[config.mk]
export PLATFORM = sky130hd
export DESIGN_NAME = source_text_tokenizer_core_flat
export DESIGN_NICKNAME = d
export VERILOG_FILES = /design/src/hdl/stt_pkg.sv /design/src/hdl/stt_if.sv /design/src/hdl/stt_front.sv /design/src/hdl/stt_fifo.sv /design/src/hdl/stt_back.sv /design/src/hdl/source_text_tokenizer_core.sv /design/src/flat_wrapper.sv
export VERILOG_INCLUDE_DIRS = /design/src /design/src/hdl
export SDC_FILE = /design/constraint.sdc
export NUM_CORES = 1
export LEC_CHECK = 0
export ABC_CLOCK_PERIOD_IN_PS = 4400
export CAP_MARGIN = 20
export CELL_PAD_IN_SITES_DETAIL_PLACEMENT = 1
export CELL_PAD_IN_SITES_GLOBAL_PLACEMENT = 1
export CORE_ASPECT_RATIO = 0.8
export CORE_MARGIN = 5
export CORE_UTILIZATION = 32
export CTS_CLUSTER_SIZE = 25
export DETAILED_ROUTE_END_ITERATION = 6
export DONT_BUFFER_PORTS = 1
export GPL_TIMING_DRIVEN = 0
export PLACE_DENSITY = 0.61
export SLEW_MARGIN = 30
export SYNTH_ARGS = -nofsm -noshare
export SYNTH_HDL_FRONTEND = slang
export SYNTH_SLANG_ARGS = --single-unit
[constraint.sdc]
create_clock -name clk_i -period 4.4 [get_ports clk_i]
set_clock_uncertainty 0.1 [all_clocks]
set_input_delay 0.88 -clock clk_i [delete_from_list [all_inputs] [get_ports clk_i]]
set_output_delay 0.88 -clock clk_i [all_outputs]
set_load 0.01 [all_outputs]
[src/hdl/source_text_tokenizer_core_defines.svh]
// ----------------------------------------------------------------------------
// Tokenizer assertion macros
// Shared assertion shorthands; every use samples on clk_i, off in reset.
// ----------------------------------------------------------------------------
`ifndef SOURCE_TEXT_TOKENIZER_CORE_DEFINES_SVH
`define SOURCE_TEXT_TOKENIZER_CORE_DEFINES_SVH

// Same-cycle implication
`define STT_ASSERT_NOW(lbl, ante, cons, msg) \
  lbl: assert property (@(posedge clk_i) disable iff (!rst_ni) (ante) |-> (cons)) \
    else $error(msg);

// Next-cycle implication
`define STT_ASSERT_NXT(lbl, ante, cons, msg) \
  lbl: assert property (@(posedge clk_i) disable iff (!rst_ni) (ante) |=> (cons)) \
    else $error(msg);

`endif

[src/hdl/stt_pkg.sv]
// ----------------------------------------------------------------------------
// Tokenizer package
// Token kind codes, character codes and the word types shared by the blocks.
// ----------------------------------------------------------------------------
package stt_pkg;

  // Token kinds
  localparam logic [3:0] KIND_ID      = 4'd0;
  localparam logic [3:0] KIND_INT     = 4'd1;
  localparam logic [3:0] KIND_FLOAT   = 4'd2;
  localparam logic [3:0] KIND_STRING  = 4'd3;
  localparam logic [3:0] KIND_EQ      = 4'd4;
  localparam logic [3:0] KIND_SEMI    = 4'd5;
  localparam logic [3:0] KIND_LPAREN  = 4'd6;
  localparam logic [3:0] KIND_RPAREN  = 4'd7;
  localparam logic [3:0] KIND_LBRACE  = 4'd8;
  localparam logic [3:0] KIND_RBRACE  = 4'd9;
  localparam logic [3:0] KIND_COMMA   = 4'd10;
  localparam logic [3:0] KIND_EOF     = 4'd11;
  localparam logic [3:0] KIND_UNKNOWN = 4'd12;
  localparam logic [3:0] KIND_UNTERM  = 4'd13;

  // Character codes
  localparam logic [7:0] CH_NUL     = 8'h00;
  localparam logic [7:0] CH_LF      = 8'h0A;
  localparam logic [7:0] CH_SPACE   = 8'h20;
  localparam logic [7:0] CH_QUOTE   = 8'h22;
  localparam logic [7:0] CH_LPAREN  = 8'h28;
  localparam logic [7:0] CH_RPAREN  = 8'h29;
  localparam logic [7:0] CH_COMMA   = 8'h2C;
  localparam logic [7:0] CH_DOT     = 8'h2E;
  localparam logic [7:0] CH_SEMI    = 8'h3B;
  localparam logic [7:0] CH_EQ      = 8'h3D;
  localparam logic [7:0] CH_LBRACE  = 8'h7B;
  localparam logic [7:0] CH_RBRACE  = 8'h7D;

  // Position counters saturate here
  localparam logic [15:0] POS_MAX = 16'hFFFF;

  // Queue between front and back
  localparam int unsigned QDEPTH = 4;
  localparam int unsigned QPTR_W = $clog2(QDEPTH);
  localparam int unsigned QCNT_W = $clog2(QDEPTH + 1);

  // One result word
  typedef struct packed {
    logic [3:0]  kind;
    logic [7:0]  chr;
    logic        has;
    logic        first;
    logic        last;
    logic [15:0] line;
    logic [15:0] col;
  } item_t;

  // All words caused by one input byte: one or two
  typedef struct packed {
    item_t a;
    item_t b;
    logic  two;
  } entry_t;

  // Queue head as seen by the back end
  typedef struct packed {
    logic   valid;
    entry_t entry;
  } head_t;

endpackage

[src/hdl/stt_if.sv]
// ----------------------------------------------------------------------------
// Tokenizer channel interfaces
// Text byte channel and token word channel, valid/ready handshake.
// ----------------------------------------------------------------------------
interface stt_text_if;
  logic       valid;
  logic       ready;
  logic [7:0] char_code;
  logic       end_of_text;

  modport source (output valid, output char_code, output end_of_text, input ready);
  modport sink   (input valid, input char_code, input end_of_text, output ready);
endinterface

interface stt_token_if;
  logic        valid;
  logic        ready;
  logic [3:0]  token_kind;
  logic [7:0]  token_char;
  logic        has_char;
  logic        token_first;
  logic        token_last;
  logic [15:0] start_line;
  logic [15:0] start_column;
  logic        run_end;

  modport source (output valid, output token_kind, output token_char, output has_char,
                  output token_first, output token_last, output start_line,
                  output start_column, output run_end, input ready);
  modport sink   (input valid, input token_kind, input token_char, input has_char,
                  input token_first, input token_last, input start_line,
                  input start_column, input run_end, output ready);
endinterface

[src/hdl/stt_front.sv]
// ----------------------------------------------------------------------------
// Tokenizer front end
// Classifies each byte, runs the scan mode and packs the words it causes.
// ----------------------------------------------------------------------------
module stt_front (
  input  logic               clk_i,
  input  logic               rst_ni,
  input  logic               accept_i,
  input  logic [7:0]         char_code_i,
  input  logic               end_of_text_i,
  output logic               push_o,
  output stt_pkg::entry_t    entry_o
);

  typedef enum logic [2:0] {
    MODE_IDLE   = 3'd0,
    MODE_IDENT  = 3'd1,
    MODE_INT    = 3'd2,
    MODE_FRAC   = 3'd3,
    MODE_STRING = 3'd4,
    MODE_DONE   = 3'd5
  } mode_e;

  mode_e       mode_q, mode_d;
  logic [7:0]  held_char_q, held_char_d;
  logic        held_valid_q, held_valid_d;
  logic        held_first_q, held_first_d;
  logic [15:0] line_q, line_d;
  logic [15:0] col_q, col_d;
  logic [15:0] tok_line_q, tok_line_d;
  logic [15:0] tok_col_q, tok_col_d;

  stt_pkg::item_t e0, e1;
  logic           v0, v1;

  function automatic stt_pkg::item_t mk_item(logic [3:0] kind, logic [7:0] chr, logic has,
                                             logic first, logic last, logic [15:0] line,
                                             logic [15:0] col);
    stt_pkg::item_t it;
    it.kind  = kind;
    it.chr   = has ? chr : stt_pkg::CH_NUL;
    it.has   = has;
    it.first = first;
    it.last  = last;
    it.line  = line;
    it.col   = col;
    return it;
  endfunction

  // Classify the byte
  logic is_letter, is_digit, is_alnum, is_end, is_blank, is_punct;
  logic [3:0] punct_kind;

  assign is_letter = ((char_code_i >= 8'h41) && (char_code_i <= 8'h5A)) ||
                     ((char_code_i >= 8'h61) && (char_code_i <= 8'h7A));
  assign is_digit  = (char_code_i >= 8'h30) && (char_code_i <= 8'h39);
  assign is_alnum  = is_letter || is_digit;
  assign is_end    = end_of_text_i || (char_code_i == stt_pkg::CH_NUL);
  assign is_blank  = (char_code_i == stt_pkg::CH_SPACE) || (char_code_i == stt_pkg::CH_LF);

  always_comb begin
    is_punct   = 1'b1;
    punct_kind = stt_pkg::KIND_UNKNOWN;
    unique case (char_code_i)
      stt_pkg::CH_EQ:     punct_kind = stt_pkg::KIND_EQ;
      stt_pkg::CH_SEMI:   punct_kind = stt_pkg::KIND_SEMI;
      stt_pkg::CH_LPAREN: punct_kind = stt_pkg::KIND_LPAREN;
      stt_pkg::CH_RPAREN: punct_kind = stt_pkg::KIND_RPAREN;
      stt_pkg::CH_LBRACE: punct_kind = stt_pkg::KIND_LBRACE;
      stt_pkg::CH_RBRACE: punct_kind = stt_pkg::KIND_RBRACE;
      stt_pkg::CH_COMMA:  punct_kind = stt_pkg::KIND_COMMA;
      default:            is_punct   = 1'b0;
    endcase
  end

  // Scan mode and word generation
  always_comb begin
    logic        go_idle;
    logic        advance;
    logic [3:0]  held_kind;
    mode_d       = mode_q;
    held_char_d  = held_char_q;
    held_valid_d = held_valid_q;
    held_first_d = held_first_q;
    tok_line_d   = tok_line_q;
    tok_col_d    = tok_col_q;
    e0           = '0;
    e1           = '0;
    v0           = 1'b0;
    v1           = 1'b0;
    go_idle      = 1'b0;
    advance      = 1'b0;
    held_kind    = stt_pkg::KIND_ID;

    if (mode_q == MODE_DONE) begin
      // drop everything after end of text
    end else if (is_end) begin
      // close the open token, then eof
      if (mode_q == MODE_IDENT || mode_q == MODE_INT || mode_q == MODE_FRAC) begin
        held_kind = (mode_q == MODE_IDENT) ? stt_pkg::KIND_ID :
                    (mode_q == MODE_INT)   ? stt_pkg::KIND_INT : stt_pkg::KIND_FLOAT;
        v0 = held_valid_q;
        e0 = mk_item(held_kind, held_char_q, 1'b1, held_first_q, 1'b1, tok_line_q, tok_col_q);
      end else if (mode_q == MODE_STRING) begin
        v0 = 1'b1;
        e0 = mk_item(stt_pkg::KIND_UNTERM, held_char_q, held_valid_q,
                     held_valid_q ? held_first_q : 1'b1, 1'b1, tok_line_q, tok_col_q);
      end
      v1           = 1'b1;
      e1           = mk_item(stt_pkg::KIND_EOF, stt_pkg::CH_NUL, 1'b0, 1'b1, 1'b1,
                             line_q, col_q);
      mode_d       = MODE_DONE;
      held_valid_d = 1'b0;
      held_first_d = 1'b0;
      held_char_d  = stt_pkg::CH_NUL;
    end else begin
      unique case (mode_q)
        MODE_IDENT: begin
          v0 = 1'b1;
          if (is_alnum) begin
            e0           = mk_item(stt_pkg::KIND_ID, held_char_q, 1'b1, held_first_q, 1'b0,
                                   tok_line_q, tok_col_q);
            held_char_d  = char_code_i;
            held_first_d = 1'b0;
            advance      = 1'b1;
          end else begin
            e0      = mk_item(stt_pkg::KIND_ID, held_char_q, 1'b1, held_first_q, 1'b1,
                              tok_line_q, tok_col_q);
            go_idle = 1'b1;
          end
        end
        MODE_INT: begin
          v0 = 1'b1;
          if (is_digit || (char_code_i == stt_pkg::CH_DOT)) begin
            held_kind    = (char_code_i == stt_pkg::CH_DOT) ? stt_pkg::KIND_FLOAT
                                                            : stt_pkg::KIND_INT;
            mode_d       = (char_code_i == stt_pkg::CH_DOT) ? MODE_FRAC : MODE_INT;
            e0           = mk_item(held_kind, held_char_q, 1'b1, held_first_q, 1'b0,
                                   tok_line_q, tok_col_q);
            held_char_d  = char_code_i;
            held_first_d = 1'b0;
            advance      = 1'b1;
          end else begin
            e0      = mk_item(stt_pkg::KIND_INT, held_char_q, 1'b1, held_first_q, 1'b1,
                              tok_line_q, tok_col_q);
            go_idle = 1'b1;
          end
        end
        MODE_FRAC: begin
          v0 = 1'b1;
          if (is_digit) begin
            e0           = mk_item(stt_pkg::KIND_FLOAT, held_char_q, 1'b1, held_first_q,
                                   1'b0, tok_line_q, tok_col_q);
            held_char_d  = char_code_i;
            held_first_d = 1'b0;
            advance      = 1'b1;
          end else begin
            e0      = mk_item(stt_pkg::KIND_FLOAT, held_char_q, 1'b1, held_first_q, 1'b1,
                              tok_line_q, tok_col_q);
            go_idle = 1'b1;
          end
        end
        MODE_STRING: begin
          advance = 1'b1;
          if (char_code_i == stt_pkg::CH_QUOTE) begin
            // close quote: last character, or an empty string
            v0           = 1'b1;
            e0           = mk_item(stt_pkg::KIND_STRING, held_char_q, held_valid_q,
                                   held_valid_q ? held_first_q : 1'b1, 1'b1,
                                   tok_line_q, tok_col_q);
            mode_d       = MODE_IDLE;
            held_valid_d = 1'b0;
          end else begin
            v0           = held_valid_q;
            e0           = mk_item(stt_pkg::KIND_STRING, held_char_q, 1'b1, held_first_q,
                                   1'b0, tok_line_q, tok_col_q);
            held_char_d  = char_code_i;
            held_valid_d = 1'b1;
            held_first_d = !held_valid_q;
          end
        end
        default: go_idle = 1'b1;
      endcase

      // Start a new token or skip the byte
      if (go_idle) begin
        advance      = 1'b1;
        held_valid_d = 1'b0;
        mode_d       = MODE_IDLE;
        if (is_blank) begin
          // skip
        end else if (is_alnum) begin
          mode_d       = is_letter ? MODE_IDENT : MODE_INT;
          tok_line_d   = line_q;
          tok_col_d    = col_q;
          held_char_d  = char_code_i;
          held_valid_d = 1'b1;
          held_first_d = 1'b1;
        end else if (char_code_i == stt_pkg::CH_QUOTE) begin
          mode_d       = MODE_STRING;
          tok_line_d   = line_q;
          tok_col_d    = col_q;
          held_first_d = 1'b0;
        end else begin
          v1 = 1'b1;
          e1 = mk_item(is_punct ? punct_kind : stt_pkg::KIND_UNKNOWN, char_code_i, 1'b1,
                       1'b1, 1'b1, line_q, col_q);
        end
      end
    end

    // Advance the saturating position
    line_d = line_q;
    col_d  = col_q;
    if (advance) begin
      if (char_code_i == stt_pkg::CH_LF) begin
        if (line_q != stt_pkg::POS_MAX) begin
          line_d = line_q + 16'd1;
        end
        col_d = 16'd1;
      end else if (col_q != stt_pkg::POS_MAX) begin
        col_d = col_q + 16'd1;
      end
    end
  end

  // Pack the words: earlier word always in slot a
  assign push_o      = accept_i && (v0 || v1);
  assign entry_o.a   = v0 ? e0 : e1;
  assign entry_o.b   = e1;
  assign entry_o.two = v0 && v1;

  // Hold scan state
  always_ff @(posedge clk_i or negedge rst_ni) begin
    if (!rst_ni) begin
      mode_q       <= MODE_IDLE;
      held_char_q  <= stt_pkg::CH_NUL;
      held_valid_q <= 1'b0;
      held_first_q <= 1'b0;
      line_q       <= 16'd1;
      col_q        <= 16'd1;
      tok_line_q   <= 16'd1;
      tok_col_q    <= 16'd1;
    end else if (accept_i) begin
      mode_q       <= mode_d;
      held_char_q  <= held_char_d;
      held_valid_q <= held_valid_d;
      held_first_q <= held_first_d;
      line_q       <= line_d;
      col_q        <= col_d;
      tok_line_q   <= tok_line_d;
      tok_col_q    <= tok_col_d;
    end
  end

endmodule

[src/hdl/stt_fifo.sv]
// ----------------------------------------------------------------------------
// Tokenizer word queue
// Short queue of packed entries between the front and back ends.
// ----------------------------------------------------------------------------
`include "source_text_tokenizer_core_defines.svh"

module stt_fifo (
  input  logic            clk_i,
  input  logic            rst_ni,
  input  logic            push_i,
  input  stt_pkg::entry_t entry_i,
  input  logic            pop_i,
  output logic            full_o,
  output stt_pkg::head_t  head_o
);

  stt_pkg::entry_t                  mem_q [stt_pkg::QDEPTH];
  logic [stt_pkg::QPTR_W-1:0]       wr_ptr_q, rd_ptr_q;
  logic [stt_pkg::QCNT_W-1:0]       count_q;

  assign full_o       = (count_q == stt_pkg::QCNT_W'(stt_pkg::QDEPTH));
  assign head_o.valid = (count_q != '0);
  assign head_o.entry = mem_q[rd_ptr_q];

  // Store entries
  always_ff @(posedge clk_i) begin
    if (push_i) begin
      mem_q[wr_ptr_q] <= entry_i;
    end
  end

  // Advance pointers and fill count
  always_ff @(posedge clk_i or negedge rst_ni) begin
    if (!rst_ni) begin
      wr_ptr_q <= '0;
      rd_ptr_q <= '0;
      count_q  <= '0;
    end else begin
      if (push_i) begin
        wr_ptr_q <= wr_ptr_q + 1'b1;
      end
      if (pop_i) begin
        rd_ptr_q <= rd_ptr_q + 1'b1;
      end
      if (push_i && !pop_i) begin
        count_q <= count_q + 1'b1;
      end else if (pop_i && !push_i) begin
        count_q <= count_q - 1'b1;
      end
    end
  end

  `STT_ASSERT_NOW(a_no_overflow, push_i, !full_o, "push into full queue")
  `STT_ASSERT_NOW(a_no_underflow, pop_i, head_o.valid, "pop from empty queue")

endmodule

[src/hdl/stt_back.sv]
// ----------------------------------------------------------------------------
// Tokenizer back end
// Splits queue entries into single words and drives the output register.
// ----------------------------------------------------------------------------
`include "source_text_tokenizer_core_defines.svh"

module stt_back (
  input  logic           clk_i,
  input  logic           rst_ni,
  input  stt_pkg::head_t head_i,
  output logic           pop_o,
  stt_token_if.source    token_o
);

  logic           sel_q;
  logic           out_valid_q;
  stt_pkg::item_t out_item_q;
  logic           run_end_q;
  logic           load;
  logic           last_of_entry;

  // Load a word when the output register is free or being taken
  assign load          = head_i.valid && (!out_valid_q || token_o.ready);
  assign last_of_entry = sel_q || !head_i.entry.two;
  assign pop_o         = load && last_of_entry;

  always_ff @(posedge clk_i or negedge rst_ni) begin
    if (!rst_ni) begin
      sel_q       <= 1'b0;
      out_valid_q <= 1'b0;
    end else begin
      if (load) begin
        sel_q       <= !last_of_entry;
        out_valid_q <= 1'b1;
      end else if (token_o.ready) begin
        out_valid_q <= 1'b0;
      end
    end
  end

  // Output word register
  always_ff @(posedge clk_i) begin
    if (load) begin
      out_item_q <= sel_q ? head_i.entry.b : head_i.entry.a;
      run_end_q  <= last_of_entry;
    end
  end

  assign token_o.valid        = out_valid_q;
  assign token_o.token_kind   = out_item_q.kind;
  assign token_o.token_char   = out_item_q.chr;
  assign token_o.has_char     = out_item_q.has;
  assign token_o.token_first  = out_item_q.first;
  assign token_o.token_last   = out_item_q.last;
  assign token_o.start_line   = out_item_q.line;
  assign token_o.start_column = out_item_q.col;
  assign token_o.run_end      = run_end_q;

  `STT_ASSERT_NXT(a_second_word_next, load && !sel_q && head_i.entry.two, sel_q,
                  "second word of a pair not selected")
  `STT_ASSERT_NOW(a_sel_needs_pair, sel_q, head_i.valid && head_i.entry.two,
                  "second-word select without a paired entry")

endmodule

[src/hdl/source_text_tokenizer_core.sv]
// ----------------------------------------------------------------------------
// Source text tokenizer core
// Byte-serial lexer: front end scans, queue decouples, back end emits words.
//
//   channel   dir   payload                                   handshake
//   text_i    in    char_code, end_of_text                    valid/ready
//   token_o   out   kind, char, has_char, first, last,        valid/ready
//                   start_line, start_column, run_end
//
// One byte accepted per cycle while the queue has room; each byte is scanned
// in the cycle it is accepted and its one or two words enter the queue.
// Words leave at one per cycle while token_o is ready, so a byte that causes
// two words sends them out one after the other; each word passes the
// queue write and then the output register on its way to token_o.
// Reset clears the scan state, queue and output register at once.
// A stalled output fills the queue, then drops text_i.ready.
// ----------------------------------------------------------------------------
module source_text_tokenizer_core (
  input  logic       clk_i,
  input  logic       rst_ni,
  stt_text_if.sink   text_i,
  stt_token_if.source token_o
);

  logic            push;
  logic            pop;
  logic            full;
  stt_pkg::entry_t entry;
  stt_pkg::head_t  head;

  assign text_i.ready = !full;

  stt_front u_front (
    .clk_i         (clk_i),
    .rst_ni        (rst_ni),
    .accept_i      (text_i.valid && !full),
    .char_code_i   (text_i.char_code),
    .end_of_text_i (text_i.end_of_text),
    .push_o        (push),
    .entry_o       (entry)
  );

  stt_fifo u_fifo (
    .clk_i   (clk_i),
    .rst_ni  (rst_ni),
    .push_i  (push),
    .entry_i (entry),
    .pop_i   (pop),
    .full_o  (full),
    .head_o  (head)
  );

  stt_back u_back (
    .clk_i   (clk_i),
    .rst_ni  (rst_ni),
    .head_i  (head),
    .pop_o   (pop),
    .token_o (token_o)
  );

endmodule

[src/flat_wrapper.sv]
// flat-port wrapper written by rule: the top's interface ports become plain ports
module source_text_tokenizer_core_flat 
  (clk_i, rst_ni, text_i_valid, text_i_char_code, text_i_end_of_text, text_i_ready, token_o_valid, token_o_token_kind, token_o_token_char, token_o_has_char, token_o_token_first, token_o_token_last, token_o_start_line, token_o_start_column, token_o_run_end, token_o_ready);
  stt_text_if text_i_i ();
  stt_token_if token_o_i ();
  input  logic clk_i;
  input  logic rst_ni;
  input wire logic [$bits(text_i_i.valid)-1:0] text_i_valid;
  input wire logic [$bits(text_i_i.char_code)-1:0] text_i_char_code;
  input wire logic [$bits(text_i_i.end_of_text)-1:0] text_i_end_of_text;
  output wire logic [$bits(text_i_i.ready)-1:0] text_i_ready;
  output wire logic [$bits(token_o_i.valid)-1:0] token_o_valid;
  output wire logic [$bits(token_o_i.token_kind)-1:0] token_o_token_kind;
  output wire logic [$bits(token_o_i.token_char)-1:0] token_o_token_char;
  output wire logic [$bits(token_o_i.has_char)-1:0] token_o_has_char;
  output wire logic [$bits(token_o_i.token_first)-1:0] token_o_token_first;
  output wire logic [$bits(token_o_i.token_last)-1:0] token_o_token_last;
  output wire logic [$bits(token_o_i.start_line)-1:0] token_o_start_line;
  output wire logic [$bits(token_o_i.start_column)-1:0] token_o_start_column;
  output wire logic [$bits(token_o_i.run_end)-1:0] token_o_run_end;
  input wire logic [$bits(token_o_i.ready)-1:0] token_o_ready;
  assign text_i_i.valid = text_i_valid;
  assign text_i_i.char_code = text_i_char_code;
  assign text_i_i.end_of_text = text_i_end_of_text;
  assign text_i_ready = text_i_i.ready;
  assign token_o_valid = token_o_i.valid;
  assign token_o_token_kind = token_o_i.token_kind;
  assign token_o_token_char = token_o_i.token_char;
  assign token_o_has_char = token_o_i.has_char;
  assign token_o_token_first = token_o_i.token_first;
  assign token_o_token_last = token_o_i.token_last;
  assign token_o_start_line = token_o_i.start_line;
  assign token_o_start_column = token_o_i.start_column;
  assign token_o_run_end = token_o_i.run_end;
  assign token_o_i.ready = token_o_ready;
  source_text_tokenizer_core u_core (.clk_i(clk_i), .rst_ni(rst_ni), .text_i(text_i_i), .token_o(token_o_i));
endmodule
==> out/results.txt <==
Max-slew violation count = 0
Worst Path Arrival = 4.28 ns
Area added between synthesis and finish = 14.3%
Initial antenna violation count = 1
Synth Area per Inst = 17.6 um2
Power Density = 690 nW/um2
GPL Wtd Cong = 0.792
Share of post-route cells with drive strength above 1 = 25.0%
Drt pass-1 iters = 5
Final min period = 4.10 ns
GR Overflow Total = 0
Slowest stage cell on the critical path = nand4_1
Fin cells = 2170
Status = finished, final reports clean
Final Instance Area = 24100 um2
Initial core utilization = 32.2%
Htree depth = 2
Commonest non-fill, non-tap cell in the layout = edfxtp_1
Yosys warns = 0
Worst-path clk slew = 0.07 ns
Crit-path max FO = 34
Hold WC Path Type = in -> async
Setup TNS = 0 ns
TritonCTS clock tree = yes
Largest net degree at the start of global routing = 83
Placed insts = 2072
Number of global-route vias before repair = 11900
Count of cell types in the netlist = 78
CP peak stage delay = 0.54 ns
DR vias/cell = 5.06
Boundary Pins = 63
Row count = 84
Ys async rst share = 16.9%
Final period util = 93.2%
Number of routed nets with antenna violations = 0
Clock Tree Buf Depth = 3
Worst-Margin Slew = 1.03 ns
Post-place setup slack = -0.263 ns
Min Hold Slack = 0.0539 ns
Share of the yosys chip area belonging to registers = 70.5%
Die Area = 71200 um2
Crit path top cell by count = nand4_1
Design Power = 16.7 mW
First-pass GRT wire length = 75.9 mm
CP Data Required Time = 4.58 ns
DR vias = 11000
Post-route setup slack = 0.298 ns
Lkg Pwr = 8.21 nW
Total Routed Length = 49.7 mm
VDD IR max = 0.000349 V
Total core area = 65600 um2
CP Launch Type = input port
Tot GR Track Use = 14.0%
Fin util = 36.8%
Post-cts resize count = 0
CP Cell Sequence = buf_2 > nor3_1 > nand4_1 > nand4_1 > o311a_1 > clkbuf_2 > o31a_4 > and2_4 > buf_12 > buf_16
Final hold viol count = 0
1st-iter DRT viols = 821
Worst slew margin = 31.1%
Synth Instances = 1200
Clock buffer count from CTS = 51
Fmax = 0.244 GHz
Mapped Area = 21100 um2
Chip Width = 297 um
# nets final = 1289
# port buffers = 0
Most frequent cells in the layout = edfxtp_1, nand2_1, mux4_2, dfrtp_1
Diode count = 0
EDFF count, synth = 424
Area after DPL = 22500 um2
Clk_lat worst skew = 0.60 ns
Synth Flop Type = edfxtp_1
Synth Register Bits = 510
Fillcell total = 6595
WL/cell = 22.9 um
Root buffer cell = clkbuf_16
Drt drc = 0
Syn_nets = 1221
Unrepaired setup endpoints after global routing = false
Hpwl dp = 32.5 mm
Max cap viols = 0
TritonCTS Sinks = 510
Critical path class = in -> reg
Setup-failing EPs final = 0
Die Span Y = 240 um
Critical path endpoint category = flop
==> critical path, delay by kind of cell <==
| kind | cells | cell delay, ns |
|---|---|---|
| buf+inv | 4 | 1.04 |
| simple gates | 4 | 1.86 |
| compound gates | 2 | 0.43 |
==> metal layers <==
metal  share of wire (%)  routed length (um)  up-vias  global-route usage [%]
li1                    -                   -     4832                       -
met1                  48               23900     5855                    20.4
met2                  45               22400      243                    21.6
met3                 5.3                2630       60                    3.03
met4                 1.6                 801        0                    3.17
met5                   0                   0        -                       0
==> cell type report <==
cell class	count	area, um2	share of cell area (%)
buffer	69	353	1.46
clock buffer	68	1380	5.72
clock inverter	27	218	0.902
inverter	16	60.1	0.249
multi-input combinational	605	5860	24.3
sequential	510	14900	61.7
tap	860	1080	4.46
timing repair buffer	15	302	1.25
==> what timing repair did <==
item	in CTS	in global routing
hold buffers	3	0
endpoints found under the hold margin	82	0
buffers inserted	0	0
==> path summary, 6_finish.rpt <==
path                                           from                          end  slack [ns]  depth (start not counted)
setup reg to reg           u_core.u_front.mode_q[1]   u_core.u_fifo.mem_q[0][17]        0.94                          9
hold reg to reg            u_core.u_fifo.count_q[2]     u_core.u_fifo.count_q[2]        0.40                          1
setup / recovery                text_i_char_code[7]   u_core.u_fifo.mem_q[0][17]        0.30                         10
max in group asynchronous                    rst_ni      u_core.u_front.col_q[0]        3.18                          1
hold / removal                               rst_ni  u_core.u_front.held_first_q        0.05                          1
min in group clk_i                    token_o_ready  u_core.u_back.token_o.valid        0.29                          1
==> flip-flops by register name, indices dropped and copies added (netlist names), 16 cells and up <==
signal                              flops
u_core.u_back.token_o.start_line       16
u_core.u_back.token_o.start_column     16
u_core.u_front.tok_line_q              16
u_core.u_front.line_q                  16
u_core.u_front.tok_col_q               16
u_core.u_fifo.mem_q                   376
u_core.u_front.col_q                   16
==> synth_stat cells (15+ instances only) <==
cell	number	share of area, %
mux2_4	31	2.2
nor3_1	15	0.36
nand4_1	15	0.44
mux4_2	94	10
dfrtp_1	82	9.7
xor2_1	20	0.83
edfxtp_1	424	60
o21ai_0	42	1.0
nand3_1	15	0.36
clkbuf_1	35	0.62
inv_1	15	0.27
nor2_1	35	0.62
mux2_2	52	2.8
xnor2_1	15	0.62
nand2_1	97	1.7
and2_1	46	1.4
buf_2	15	0.36
==> power breakdown <==
part	total (mW)	internal [mW]	switching, mW
Combinational	5.09	2.03	3.06
Clock	4.23	2.38	1.84
Sequential	7.34	6.83	0.505
Total	16.7	11.2	5.41
==> cells by family after synthesis <==
logic type	count (synthesis)	synth area share, %
adder cells (fa/ha/maj)	8	0.510
buffers and inverters	85	1.92
multiplexers	179	15.1
XOR/XNOR	36	1.53
AND/OR/NAND/NOR	266	6.45
flip-flops	510	70.5
AO/OA/AOI/OAI	116	3.97
No activity file was read; power rests on OpenSTA's default activity.
